$ cat config.mk
export PLATFORM = sky130hd
export DESIGN_NAME = deq_cell
export DESIGN_NICKNAME = d
export VERILOG_FILES = /design/src/sv/deq_pkg.sv /design/src/sv/deq_cell.sv
export SDC_FILE = /design/constraint.sdc
export NUM_CORES = 1
export LEC_CHECK = 0
export BUFFER_PORTS_ARGS = -buffer_cell sky130_fd_sc_hd__buf_2
export CORE_AREA = 2 2 231 233
export DETAILED_ROUTE_END_ITERATION = 10
export DIE_AREA = 0 0 233 235
export GPL_ROUTABILITY_DRIVEN = 0
export GPL_TIMING_DRIVEN = 0
export PLACE_DENSITY = 0.43
export SKIP_LAST_GASP = 1
export SYNTH_ARGS = -nofsm -noshare
export SYNTH_HDL_FRONTEND = slang
export SYNTH_SLANG_ARGS = --single-unit
$ cat constraint.sdc
create_clock -name clk -period 7.7 [get_ports clk]
set_input_delay 0.77 -clock clk [delete_from_list [all_inputs] [get_ports clk]]
set_output_delay 0.77 -clock clk [all_outputs]
set_load 0.02 [all_outputs]
$ cat src/sv/deq_pkg.sv
// types, codes and constants shared by the delayed effect queue
`default_nettype none

package deq_pkg;

	localparam int DEQ_QUEUE_DEPTH = 16;

	localparam logic [30:0] STEP_MAX = 31'h7fff_ffff;
	localparam logic [31:0] FIRST_ID = 32'd1;

	localparam logic [1:0] MODE_SCHEDULE = 2'd0;
	localparam logic [1:0] MODE_TICK     = 2'd1;
	localparam logic [1:0] MODE_CLEAR    = 2'd2;

	localparam logic [1:0] KIND_ECHO  = 2'd0;
	localparam logic [1:0] KIND_APPLY = 2'd1;
	localparam logic [1:0] KIND_FULL  = 2'd2;

	typedef struct packed {
		logic [1:0]         mode;
		logic [30:0]        current_step;
		logic signed [15:0] delay_steps;
		logic [15:0]        source_tag;
		logic [63:0]        payload;
		logic               is_external;
	} req_t;

	typedef struct packed {
		logic [1:0]  kind;
		logic [31:0] eff_id;
		logic [30:0] step_stamp;
		logic [30:0] due_at;
		logic [15:0] out_source_tag;
		logic [63:0] out_payload;
		logic        out_external;
		logic        last;
		logic [4:0]  pending_count;
	} rsp_t;

	typedef struct packed {
		logic [31:0] id;
		logic [30:0] due;
		logic [15:0] source;
		logic [63:0] payload;
		logic        external;
	} entry_t;

	typedef struct packed {
		logic clear;
		logic load;
		logic shift;
		logic keep_head;
	} cell_ctl_t;

	typedef enum logic [1:0] {
		ST_IDLE,
		ST_SCAN,
		ST_EMIT
	} state_t;

endpackage

`default_nettype wire

$ cat src/sv/deq_cell.sv
// one slot of the entry chain: holds an entry and takes its neighbor's on a shift
`default_nettype none

module deq_cell (
	input  wire logic               clk,
	input  wire logic               arst_n,
	input  wire deq_pkg::cell_ctl_t ctl,
	input  wire logic               prev_valid,
	input  wire logic               next_valid,
	input  wire deq_pkg::entry_t    next_entry,
	input  wire deq_pkg::entry_t    head_entry,
	input  wire deq_pkg::entry_t    new_entry,
	output logic                    valid,
	output deq_pkg::entry_t         entry
);
	import deq_pkg::*;

	logic   valid_q;
	entry_t entry_q;
	logic   take_head;
	logic   load_here;

	// the old tail slot receives a kept head entry
	assign take_head = valid_q && !next_valid && ctl.keep_head;
	// the first free slot receives a new entry
	assign load_here = ctl.load && !valid_q && prev_valid;

	always_ff @(posedge clk or negedge arst_n) begin
		if (!arst_n) begin
			valid_q <= 1'b0;
		end else if (ctl.clear) begin
			valid_q <= 1'b0;
		end else if (ctl.shift) begin
			if (!take_head) begin
				valid_q <= next_valid;
			end
		end else if (load_here) begin
			valid_q <= 1'b1;
		end
	end

	always_ff @(posedge clk) begin
		if (ctl.shift) begin
			entry_q <= take_head ? head_entry : next_entry;
		end else if (load_here) begin
			entry_q <= new_entry;
		end
	end

	assign valid = valid_q;
	assign entry = entry_q;

endmodule

`default_nettype wire

Yosys cells after proc, flatten, opt, wreduce, memory -nomap -nowiden:

Index checks and enable logic that the tools add are counted.

* mux-type cells: 7
* reductions and logical operators: 9
* eq/ne operators: 1

Operator list (count)
* 2-to-1 mux 144 bit: 3
* logical AND 1 bit: 4
* 2-to-1 mux 1 bit: 4
* inequality test 3 bit (second input constant): 1
* nonzero test 3 bit: 1
* logical NOT 1 bit: 2
* AND reduction 2 bit: 1
* nonzero test 2 bit: 1

* output and inout bits: 145
* input bits: 440
* flip-flop bits (word level): 145
* word-level logic and storage cells: 23

Longest topological paths before layout:

* depth after elaboration: 6
* gate-level depth with buffers: 6
* mapped depth without buffers: 3

Worst setup path before layout:

OpenSTA, ideal clock, no wires.

* kind: in2reg
* start: input port prev_valid
* end: register entry_q (netlist bit entry[0]), enable pin
* arrival time: 7.450 ns
* cell stages on the path: 2
* setup slack: -0.427 ns
* path buffers: 0
* data required time: 7.023 ns
* setup time: 0.677 ns
* cells stage by stage: nand2_1 -> o21bai_1

* longest elaborated chain between the ends: 2

Ends and longest elaborated chain
* from (decl): line deq_cell.sv:8 `input wire logic prev_valid,`
* logical AND 1 bit: line deq_cell.sv:26 `assign load_here = ctl.load && !valid_q && prev_valid;`
* nonzero test 2 bit (no line)
* to (signal assigned): line deq_cell.sv:44 `entry_q <= take_head ? head_entry : next_entry;`
* to (signal assigned): line deq_cell.sv:46 `entry_q <= new_entry;`
* to (decl): line deq_cell.sv:19 `entry_t entry_q;`

Every way passes these cells.
A chain may end at the register's enable or synchronous reset.

Final worst setup path:

* start: input port ctl[1] in the netlist's numbering
* end: register entry_q (netlist bit entry[48]), enable pin

* longest elaborated chain between the ends: 1

Ends and longest elaborated chain
* from (decl): line deq_cell.sv:7 `input wire deq_pkg::cell_ctl_t ctl,`
* nonzero test 2 bit (no line)

Every way passes these cells.

==> results.md <==
- Sink Count: 145
- TritonCTS clock tree: done
- Synth warnings: 0
- First-pass GRT wire length: 53900 microns
- Clk Latency, worst-skew pair: 0.47 ns
- Vias in the first global route: 8901
- Number of cells on the worst reg-to-reg path: 5
- Placed cells: 2068
- Initial drt markers: 409
- CTS buffer count: 17
- Worst hold path type: in2async
- Max FO, Critical Path: 33
- Synth top area cells: edfxtp_1 60%, nand2_1 15%, a31oi_1 12%
- Layout cell share with drive strength beyond 1: 45.8%
- Library cells used by synthesis: 15
- Post-cts sizing count: 0
- # nets final: 1839
- Minimum clock period: 2.89 ns
- IO Port Bufs: 583
- CP endpoint kind: flop
- F_max: 346 MHz
- RSZ-0062 raised after global routing: no
- Core Box Area: 52200 sq um
- Initial antenna violation count: 2
- Worst-case hold slack: 0.0598 ns
- Mapped Nets: 1232
- Pwr dens: 196 nW/um^2
- Critical path startpoint category: primary input
- Outcome: finished, final reports clean
- Total of max-cap violations: 0
- Synth area leader: edfxtp_1
- Non-Filler Instances: 2100
- Via count: 8411
- Most common cell after layout, fill and taps aside: buf_2
- Post-Syn Instances: 792
- Area grow syn2layout: 61.7%
- FP Rows: 84
- Commonest non-fill, non-tap cells in the layout: 600 x buf_2, 289 x nand2_1, 145 x nor2_1
- Initial Utilization: 13.9%
- #FFs+latches synth: 145
- P_leak: 5.28 nW
- CTS Buffer Depth: 2
- Die width: 233 microns
- Final wirelength: 38200 microns
- Grt total ovfl: 0
- DR WL/cell: 18.2 microns
- Root Driver: clkbuf_16
- # DRC: 0
- Hold Fails Final Rpt: 0
- I/O Pins: 585
- Inserted Diodes: 0
- Max Transition Viols Final: 0
- Post-route clock period utilization: 37.5%
- Fillers: 5816
- Vias per cell: 4.01
- Final setup fails: 0
- TNS Setup: 0 ns
- Post-CTS Hold Buffers: 0
- Die Ht: 235 microns
- Antenna Violating Nets Remaining: 0
- Syn Area/Cell: 9.14 sq um
- Synthesized area: 7240 sq um
- Die area: 54800 sq um
- Sequential share of the synthesized area: 60.1%
- Skew final: 0.00764 ns
- Setup Crit Path Kind: in2reg
- Pin count of the biggest net entering global routing: 34
- Clock transition at path regs: 0.07 ns
- Setup Buffers After CTS: 0
- Max-slew headroom: 30.3%
- Critical Path AT: 3.06 ns
- H-tree Lvls: 4
- Hpwl dp: 31000 microns
- Pre-antenna DRT Iters: 5
- Yosys top cell area share: 59.7%
- Total global-route track usage: 13.7%
- Slew @ Worst Pin: 1.05 ns
- Worst EP required: 7.87 ns
- Max IR drop VDD: 0.117 mV
[cell usage after synthesis]
library cell	number
a21oi_1	1
a221oi_1	1
a31oi_1	144
and3b_1	1
buf_1	1
buf_2	17
buf_4	2
buf_6	7
clkbuf_1	37
dfrtp_1	1
edfxtp_1	144
nand2_1	289
nand3b_1	1
nor2_1	145
o21bai_1	1
[worst max-delay path: stages]
cell and delay, ns:
buf_2 0.45, buf_1 0.68, o21bai_4 0.36, buf_12 0.25, buf_12 0.22, buf_12 0.22
[worst paths after layout]
path / startpoint / end / slack [ns]
worst max-delay path: ctl[1] / entry[48]$_DFFE_PP_ / 4.81
worst min-delay path: arst_n / valid$_DFFE_PN0P_ / 0.06
worst max register to register: valid$_DFFE_PN0P_ / entry[3]$_DFFE_PP_ / 4.96
worst min register to register: valid$_DFFE_PN0P_ / valid$_DFFE_PN0P_ / 0.69
max in group asynchronous: arst_n / valid$_DFFE_PN0P_ / 7.55
min in group clk: ctl[3] / valid$_DFFE_PN0P_ / 0.45
[state kept, by name, indices dropped and copies added, names as in the netlist]
| signal | flops |
|---|---|
| entry | 144 |
| valid | 1 |
[per-layer routing]
metal	global-route usage, %	vias up	part of all wire [%]
met5	0	-	0.063
met4	5.67	4	2.9
met3	4.94	54	8.9
met2	24.2	451	49
met1	14.6	3900	39
li1	-	4002	-
[cell families after synthesis]
kind of cell / count (synthesis) / share of synthesized area, %
simple gates: 436 / 22.7
flops: 145 / 60.1
buf+inv: 64 / 4.44
compound gates: 147 / 12.7
[where the power goes]
group,internal (mW),total (mW),leakage (nW),switching (mW)
Clock,0.453,0.844,0.261,0.391
Combinational,0.181,0.479,3.60,0.298
Sequential,0.954,0.971,1.42,0.0176
[stage by stage]
step | setup slack [ns] | util [%] | total power, mW | cell area [sq um]
global route | 4.74 | 22.4 | 2.41 | 11700
global placement | 0.269 | 21.1 | 1.48 | 11000
floorplan | 2.65 | - | 1.21 | 7240
detailed placement | 4.23 | 21.3 | 1.48 | 11100
finish | 4.81 | 22.4 | 2.29 | 11700
CTS | 4.79 | 22.4 | 2.35 | 11700
[layout make-up]
cell class,count,area [sq um],area share [%]
Sequential cell,145,4350,37.2
Tap cell,688,861,7.35
Clock inverter,15,151,1.29
Buffer,64,322,2.75
Timing Repair Buffer,588,3020,25.8
Clock buffer,17,425,3.63
Multi-Input combinational cell,583,2580,22.0
Note: power is estimated with default switching activity, not from simulation.
