$ cat config.mk
export PLATFORM = sky130hd
export DESIGN_NAME = deq_ctrl
export DESIGN_NICKNAME = d
export VERILOG_FILES = /design/src/sv/deq_pkg.sv /design/src/sv/deq_ctrl.sv
export SDC_FILE = /design/constraint.sdc
export NUM_CORES = 1
export LEC_CHECK = 0
export BUFFER_PORTS_ARGS = -buffer_cell sky130_fd_sc_hd__buf_2
export CORE_AREA = 3 3 234 236
export CTS_BUF_LIST = sky130_fd_sc_hd__clkbuf_4 sky130_fd_sc_hd__clkbuf_8 sky130_fd_sc_hd__clkbuf_16
export DETAILED_ROUTE_END_ITERATION = 12
export DIE_AREA = 0 0 237 239
export REMOVE_ABC_BUFFERS = 1
export SLEW_MARGIN = 30
export SYNTH_ARGS = -nofsm -noshare
export SYNTH_HDL_FRONTEND = slang
export SYNTH_SLANG_ARGS = --single-unit
$ cat constraint.sdc
create_clock -name clk -period 18.8 [get_ports clk]
set_clock_uncertainty 0.15 [all_clocks]
set_input_delay 0 -clock clk [delete_from_list [all_inputs] [get_ports clk]]
set_output_delay 0 -clock clk [all_outputs]
set_load 0.05 [all_outputs]
$ cat src/sv/deq_pkg.sv
// types, codes and constants shared by the delayed effect queue
`default_nettype none

package deq_pkg;

	localparam int DEQ_QUEUE_DEPTH = 16;

	localparam logic [30:0] STEP_MAX = 31'h7fff_ffff;
	localparam logic [31:0] FIRST_ID = 32'd1;

	localparam logic [1:0] MODE_SCHEDULE = 2'd0;
	localparam logic [1:0] MODE_TICK     = 2'd1;
	localparam logic [1:0] MODE_CLEAR    = 2'd2;

	localparam logic [1:0] KIND_ECHO  = 2'd0;
	localparam logic [1:0] KIND_APPLY = 2'd1;
	localparam logic [1:0] KIND_FULL  = 2'd2;

	typedef struct packed {
		logic [1:0]         mode;
		logic [30:0]        current_step;
		logic signed [15:0] delay_steps;
		logic [15:0]        source_tag;
		logic [63:0]        payload;
		logic               is_external;
	} req_t;

	typedef struct packed {
		logic [1:0]  kind;
		logic [31:0] eff_id;
		logic [30:0] step_stamp;
		logic [30:0] due_at;
		logic [15:0] out_source_tag;
		logic [63:0] out_payload;
		logic        out_external;
		logic        last;
		logic [4:0]  pending_count;
	} rsp_t;

	typedef struct packed {
		logic [31:0] id;
		logic [30:0] due;
		logic [15:0] source;
		logic [63:0] payload;
		logic        external;
	} entry_t;

	typedef struct packed {
		logic clear;
		logic load;
		logic shift;
		logic keep_head;
	} cell_ctl_t;

	typedef enum logic [1:0] {
		ST_IDLE,
		ST_SCAN,
		ST_EMIT
	} state_t;

endpackage

`default_nettype wire

$ cat src/sv/deq_ctrl.sv
// sequencer: schedule, tick scan and emit passes, counters and result register
`default_nettype none

module deq_ctrl #(
	parameter int QUEUE_DEPTH = deq_pkg::DEQ_QUEUE_DEPTH
) (
	input  wire logic               clk,
	input  wire logic               arst_n,
	input  wire logic               req_valid,
	output logic                    req_stall,
	input  wire deq_pkg::req_t      req,
	output logic                    rsp_valid,
	input  wire logic               rsp_stall,
	output deq_pkg::rsp_t           rsp,
	input  wire deq_pkg::entry_t    head_entry,
	output deq_pkg::cell_ctl_t      ctl,
	output deq_pkg::entry_t         new_entry
);
	import deq_pkg::*;

	localparam int OW = $clog2(QUEUE_DEPTH + 1);
	localparam logic [OW-1:0] DEPTH_C = OW'(QUEUE_DEPTH);
	localparam logic [OW-1:0] ONE_C   = OW'(1);

	state_t          state_q, state_d;
	logic [OW-1:0]   occ_q, occ_d;
	logic [31:0]     id_q, id_d;
	logic [30:0]     now_q, now_d;
	logic [OW-1:0]   cnt_q, cnt_d;
	logic [OW-1:0]   due_cnt_q, due_cnt_d;
	logic [OW-1:0]   emit_cnt_q, emit_cnt_d;
	logic            out_valid_q;
	rsp_t            out_q;

	logic            out_free;
	logic            out_load;
	rsp_t            out_next;
	logic            accept;
	logic            head_due;
	logic            step_ok;
	logic [14:0]     dly;
	logic [31:0]     due_sum;
	logic [30:0]     due_new;

	assign out_free  = !out_valid_q || !rsp_stall;
	assign req_stall = (state_q != ST_IDLE) || ((req.mode == MODE_SCHEDULE) && !out_free);
	assign accept    = req_valid && !req_stall;
	assign head_due  = head_entry.due <= now_q;
	assign step_ok   = !head_due || out_free;

	// delay below one counts as one, sum saturates at the step maximum
	assign dly     = (req.delay_steps[15] || (req.delay_steps == 16'sd0)) ?
		15'd1 : req.delay_steps[14:0];
	assign due_sum = {1'b0, req.current_step} + {17'd0, dly};
	assign due_new = due_sum[31] ? STEP_MAX : due_sum[30:0];

	assign new_entry.id       = id_q;
	assign new_entry.due      = due_new;
	assign new_entry.source   = req.source_tag;
	assign new_entry.payload  = req.payload;
	assign new_entry.external = req.is_external;

	always_ff @(posedge clk or negedge arst_n) begin
		if (!arst_n) begin
			state_q     <= ST_IDLE;
			occ_q       <= '0;
			id_q        <= FIRST_ID;
			now_q       <= '0;
			cnt_q       <= '0;
			due_cnt_q   <= '0;
			emit_cnt_q  <= '0;
			out_valid_q <= 1'b0;
		end else begin
			state_q    <= state_d;
			occ_q      <= occ_d;
			id_q       <= id_d;
			now_q      <= now_d;
			cnt_q      <= cnt_d;
			due_cnt_q  <= due_cnt_d;
			emit_cnt_q <= emit_cnt_d;
			if (out_load) begin
				out_valid_q <= 1'b1;
			end else if (!rsp_stall) begin
				out_valid_q <= 1'b0;
			end
		end
	end

	always_ff @(posedge clk) begin
		if (out_load) begin
			out_q <= out_next;
		end
	end

	always_comb begin
		state_d    = state_q;
		occ_d      = occ_q;
		id_d       = id_q;
		now_d      = now_q;
		cnt_d      = cnt_q;
		due_cnt_d  = due_cnt_q;
		emit_cnt_d = emit_cnt_q;
		ctl        = '0;
		out_load   = 1'b0;
		out_next   = '0;
		unique case (state_q)
			ST_IDLE: begin
				if (accept) begin
					unique case (req.mode)
						MODE_SCHEDULE: begin
							out_load = 1'b1;
							if (occ_q == DEPTH_C) begin
								out_next.kind          = KIND_FULL;
								out_next.last          = 1'b1;
								out_next.pending_count = 5'(occ_q);
							end else begin
								ctl.load                = 1'b1;
								occ_d                   = OW'(occ_q + ONE_C);
								id_d                    = id_q + 32'd1;
								out_next.kind           = KIND_ECHO;
								out_next.eff_id         = id_q;
								out_next.step_stamp     = req.current_step;
								out_next.due_at         = due_new;
								out_next.out_source_tag = req.source_tag;
								out_next.out_payload    = req.payload;
								out_next.out_external   = req.is_external;
								out_next.last           = 1'b1;
								out_next.pending_count  = 5'(OW'(occ_q + ONE_C));
							end
						end
						MODE_TICK: begin
							now_d     = req.current_step;
							cnt_d     = occ_q;
							due_cnt_d = '0;
							if (occ_q != '0) begin
								state_d = ST_SCAN;
							end
						end
						MODE_CLEAR: begin
							ctl.clear = 1'b1;
							occ_d     = '0;
							id_d      = FIRST_ID;
						end
						default: begin
						end
					endcase
				end
			end
			ST_SCAN: begin
				// rotate every entry once to count the due ones
				ctl.shift     = 1'b1;
				ctl.keep_head = 1'b1;
				due_cnt_d     = OW'(due_cnt_q + OW'(head_due));
				cnt_d         = OW'(cnt_q - ONE_C);
				if (cnt_q == ONE_C) begin
					if (due_cnt_d == '0) begin
						state_d = ST_IDLE;
					end else begin
						state_d    = ST_EMIT;
						cnt_d      = occ_q;
						emit_cnt_d = '0;
					end
				end
			end
			ST_EMIT: begin
				// pop the head, send due ones out, requeue the rest at the tail
				if (step_ok) begin
					ctl.shift     = 1'b1;
					ctl.keep_head = !head_due;
					cnt_d         = OW'(cnt_q - ONE_C);
					if (head_due) begin
						out_load                = 1'b1;
						emit_cnt_d              = OW'(emit_cnt_q + ONE_C);
						out_next.kind           = KIND_APPLY;
						out_next.eff_id         = head_entry.id;
						out_next.step_stamp     = now_q;
						out_next.due_at         = head_entry.due;
						out_next.out_source_tag = head_entry.source;
						out_next.out_payload    = head_entry.payload;
						out_next.out_external   = head_entry.external;
						out_next.last           = OW'(emit_cnt_q + ONE_C) == due_cnt_q;
						out_next.pending_count  = 5'(OW'(occ_q - due_cnt_q));
					end
					if (cnt_q == ONE_C) begin
						occ_d   = OW'(occ_q - due_cnt_q);
						state_d = ST_IDLE;
					end
				end
			end
			default: begin
				state_d = ST_IDLE;
			end
		endcase
	end

	assign rsp_valid = out_valid_q;
	assign rsp       = out_q;

	a_occ_bound: assert property (@(posedge clk) disable iff (!arst_n)
		occ_q <= DEPTH_C)
		else $error("occupancy beyond queue depth");

	a_scan_count: assert property (@(posedge clk) disable iff (!arst_n)
		(state_q == ST_SCAN || state_q == ST_EMIT) |-> (cnt_q != '0 && due_cnt_q <= occ_q))
		else $error("tick pass counters out of range");

	a_emit_bound: assert property (@(posedge clk) disable iff (!arst_n)
		(state_q == ST_EMIT) |-> (emit_cnt_q < due_cnt_q || emit_cnt_q == due_cnt_q))
		else $error("more due entries sent than counted");

	a_emit_done: assert property (@(posedge clk) disable iff (!arst_n)
		(state_q == ST_EMIT && cnt_q == ONE_C && step_ok) |=> (emit_cnt_q == due_cnt_q))
		else $error("tick ended before all due entries were sent");

	a_full_reject: assert property (@(posedge clk) disable iff (!arst_n)
		(accept && req.mode == MODE_SCHEDULE && occ_q == DEPTH_C) |=>
		(rsp_valid && rsp.kind == KIND_FULL && $stable(occ_q) && $stable(id_q)))
		else $error("full table changed state on schedule");

endmodule

`default_nettype wire

; Word level (Yosys, flattened, before mapping)
; Index checks and enable logic that the tools add are counted.
[classes]
add_sub_neg = 7
magnitude_cmp = 1
n_eq_ne = 19
n_mux = 54
n_reduce_logical = 29
[op_table]
columns = cell, count
row1 = $mux 183, 2
row2 = $pmux 183 s2, 1
row3 = $mux 182, 2
row4 = $mux 175, 1
row5 = $mux 5, 16
row6 = $pmux 32 s2, 1
row7 = $pmux 5 s2, 4
row8 = $add 31x15->32, 1
row9 = $add 32x1->32 const B, 1
row10 = $mux 32, 1
row11 = $le 31x31->1, 1
row12 = $mux 31, 1
row13 = $mux 2, 11
row14 = $logic_not 16->1, 1
row15 = $ne 2x2->1 const B, 8
row16 = $mux 15, 1
row17 = $pmux 5 s3, 1
row18 = $reduce_and 6->1, 2
row19 = $add 5x1->5 const B, 2
row20 = $reduce_bool 2->1, 5
row21 = $mux 1, 9
row22 = $reduce_and 4->1, 2
row23 = $pmux 2 s3, 1
row24 = $reduce_and 3->1, 2
row25 = 21 further kinds, 33
[totals]
regBits = 269
input_bits = 278
out_inout_bits = 333
elab_cells = 127

; Longest topological paths before layout
[logic_depth]
depth_word = 10
ltp_mapped = 17
depth_no_buf = 17

; Least setup slack after synthesis
; No wires, ideal clock.
[synth_timing]
path_kind = flip-flop to flip-flop
startpoint = reg now_q[13]
endpoint = reg out_q (netlist bit rsp[0]), enable pin
setup_time_ns = 1.476
t_arrival_ns = 4.853
t_required_ns = 17.174
slack_ns = 12.321
stages_incl_launch_ff = 11
path_buffers = 1
period_less_slack_ns = 6.479
path_cell_list = dfrtp_1 inv_1 ha_1 and4_1 nand2_1 nor3_2 a211oi_1 a21oi_4 nand3_4 clkbuf_1 nand2_1
[synth_via]
elab_chain_len = 5
elab_cells_between_ends = 6
classes_between = order compare: 1 / mux: 3 / reduce/logical: 2
[synth_rtl]
columns = element, line_no
row1 = from (decl), deq_ctrl.sv:28  ; logic [30:0] now_q, now_d;
row2 = from (signal assigned), deq_ctrl.sv:77  ; now_q <= now_d;
row3 = $le 31x31->1 *, deq_ctrl.sv:48  ; assign head_due = head_entry.due <= now_q;
row4 = $logic_not 1->1, deq_ctrl.sv:49  ; assign step_ok = !head_due || out_free;
row5 = $logic_or 1x1->1, deq_ctrl.sv:49
row6 = $mux 1 *, deq_ctrl.sv:167  ; if (step_ok) begin
row7 = $pmux 1 s2 *, deq_ctrl.sv:106  ; unique case (state_q)
row8 = via out_load, deq_ctrl.sv:36  ; logic out_load;
row9 = to (signal assigned), deq_ctrl.sv:91  ; out_q <= out_next;
row10 = to (decl), deq_ctrl.sv:33  ; rsp_t out_q;
; Mark *: on every way through the listed nets, which the timed path passes. The rest lies on a longest branch.
; A chain may end at the register's enable or synchronous reset.

; Final worst setup path
[layout_timing]
startpoint = reg now_q[13]
endpoint = reg out_q (netlist bit rsp[54]), enable pin
; Same word-level chain as after synthesis.

==> metrics.cfg <==
[outcome]
status = finished, final reports clean

[power_and_ir_drop]
p_leak_nw = 9.80
powerDensity_mw_per_mm2 = 124
power_mw = 2.68
ir_drop_mv = 0.0690

[yosys]
synth_top_family_by_area = compound AO/OA/AOI/OAI gates
syn-instance-count = 1321
synth.largest_area_cell = edfxtp_1
synth_compound_area_share_pct = 17.9
synth_enable_flop_cells = 183
synth_area_mm2 = 0.0146
muxShareOfSynthArea_pct = 0.625
ys.warnings.count = 0
synth_largest_type_area_fraction_pct = 37.6
synthArstFlopShare_pct = 32.0
synth_xor_area_share_pct = 3.54
synth.yosys.seq_area_share_pct = 52.3
ys.flop_type = edfxtp_1
synth_commonest_cells = 183 x edfxtp_1, 140 x a22o_1, 138 x nand2_1, 97 x buf_4, 87 x o21ai_0
avgSynthCellArea_um2 = 11.1
synth_simple_gate_area_share_pct = 12.3
synth_area_leaders = edfxtp_1 38%, dfrtp_1 15%, a22o_1 8.4%
ys_types = 80
yosysMostFrequentCell = edfxtp_1
synth_seq_cells = 269
synth_fa_ha_area_share_pct = 5.50

[placed_design]
portBuffers = 610
gp_congestion = 0.920
hpwl_um = 49900

[drt]
ant_nets = 0
routedWlPerCell_um = 23.7
routed_wirelength_um = 66600
vias = 14000
viasPerCell = 4.97
drtIter0Drc = 1192
dr.pass1.iters = 5
drc = 0

[worst_setup_path]
critical_path_class = register to register
arrival_ns = 5.34
cp-start-kind = register
critical_path_required_ns = 18.79
crit_path_end_kind = register
cp_max_fo = 65

[final_layout]
fin_util_pct = 40.9
area_delta_synth_final_pct = 47.2
drive_above_1_share_pct = 33.7
fillers = 5012
finalNetCount = 2439

[job]
maxCapViolations = 0

[floorplanning]
core_mm2 = 0.0527
rows = 84
dieWidth_um = 237
start_util_pct = 27.8
io-pin-count = 611
fp.dieH_um = 239
dieArea_mm2 = 0.0566

[timing]
drv_slew = 0
worst_pin_slew_ns = 0.971
rsz0062_at_grt = no
setup_viol = 0
hold_viol = 0
min_period_ns = 5.35
max-slew-margin-rel_pct = 35.3
fmax_mhz = 187
period_share_pct = 28.5
fin_tns_setup_ns = 0

[global_routing]
grt_max_degree = 97
grt_pass1_wl_um = 94800
antenna_found_initial = 3
grt_pass1_vias = 13800
grt_use_total_pct = 22.4
overflow = 0

[clocking]
htree_levels = 2
clockRootBuffer = clkbuf_16
postCtsHoldBufs = 265
cts_tree = done
post_cts_buffers = 0
insertion_delay_ns = 0.54
numCtsBuffers = 34
ctsLongestPathBuffers = 3
clk_pin_slew_ns = 0.06
cts_sinks = 269
cts_resized = 0

[hold_path]
min_path_type = input pin to register

[critical path: stages, from the launching register on]
cell and delay (ns):
dfrtp_1 0.32, inv_1 0.05, ha_1 0.32, and4_1 0.25, nand2_1 0.07, nor3_2 0.29, nand4_1 0.26, a21oi_4 0.38
nand3_4 0.46, nand2_4 0.87, buf_4 0.47, buf_16 0.29, buf_4 0.67
[metal layers]
metal | vias up | global-route usage, % | part of all wire, %
met5 | - | 0 | 0
met3 | 106 | 8.94 | 11
met1 | 6840 | 27.9 | 40
met2 | 695 | 35.4 | 46
li1 | 6360 | - | -
met4 | 0 | 7.82 | 3.7
[cell families (layout without fill, tap and decap cells)]
logic type / count (synthesis) / after routing
flops: 269 / 269
fa+ha+maj: 63 / 63
mux: 8 / 8
buf+inv: 198 / 1000
compound gates: 367 / 367
xor+xnor: 59 / 59
other cells: 0 / 4
simple gates: 357 / 357
[layout by cell type (no fill, tap or decap), types with 4 or more instances in the layout]
master,netlist,layout
nor2b_1,11,11
and2_1,9,9
o21ai_1,25,25
dfrtp_1,85,85
o21ai_0,87,87
a21oi_1,39,39
clkinv_2,0,4
dlygate4sd3_1,0,264
nor3_1,9,9
a21o_1,11,11
clkbuf_4,0,11
buf_2,25,609
nor2_1,69,68
xnor2_1,25,25
and3_1,19,19
edfxtp_1,183,183
clkbuf_16,0,36
a22oi_1,4,4
xor2_1,34,34
a211oi_1,7,7
mux2_2,4,4
buf_4,97,8
nor4_1,5,5
o22ai_1,6,6
nand4_1,13,13
nand2_1,138,137
nand3b_1,4,4
nand2b_1,6,6
a22o_1,140,140
diode_2,0,4
or3_1,7,7
inv_1,53,53
nand3_1,37,37
ha_1,61,61
[registers in the layout, summed over array words and instances (netlist names)]
signal      cells
rsp           183
id_q           32
now_q          31
cnt_q           5
due_cnt_q       5
emit_cnt_q      5
occ_q           5
state_q         2
rsp_valid       1
[cell type report]
type | count | area [um2] | area share [%]
multi-input combinational | 854 | 5840 | 27.1
timing repair buffer | 884 | 5830 | 27.1
antenna | 4 | 10.0 | 0.0465
tap | 688 | 861 | 4.00
clock inverter | 13 | 125 | 0.581
inverter | 55 | 214 | 0.994
sequential | 269 | 7650 | 35.5
clock buffer | 48 | 997 | 4.63
[where the power goes]
group	switching (mW)	internal, mW
clock	0.264	0.400
combinational	0.808	0.339
sequential	0.0616	0.806
[path summary, 6_finish.rpt]
path / from / to / slack, ns / cells after the start
setup reg to reg: now_q[13] / rsp[54] / 13.45 / 12
hold reg to reg: id_q[0] / id_q[0] / 0.38 / 2
setup / recovery: now_q[13] / rsp[54] / 13.45 / 12
hold / removal: req_valid / id_q[2] / 0.07 / 5
min in group asynchronous: arst_n / id_q[5] / 0.36 / 4
max in group asynchronous: arst_n / now_q[17] / 17.33 / 4
[through the flow]
| stage | worst slack [ns] | area [um2] | hold slack (ns) | std cells |
|---|---|---|---|---|
| CTS | 13.16 | 21500 | 0.0391 | 2810 |
| detailed placement | 13.20 | 17700 | -0.195 | 2484 |
| global placement | 13.39 | 17700 | -0.198 | 2483 |
| floorplan | 12.33 | 13700 | -0.446 | 1178 |
| finish | 13.45 | 21500 | 0.0656 | 2815 |
| global route | 13.09 | 21500 | 0.102 | 2813 |
No activity file was read; power rests on OpenSTA's default activity.
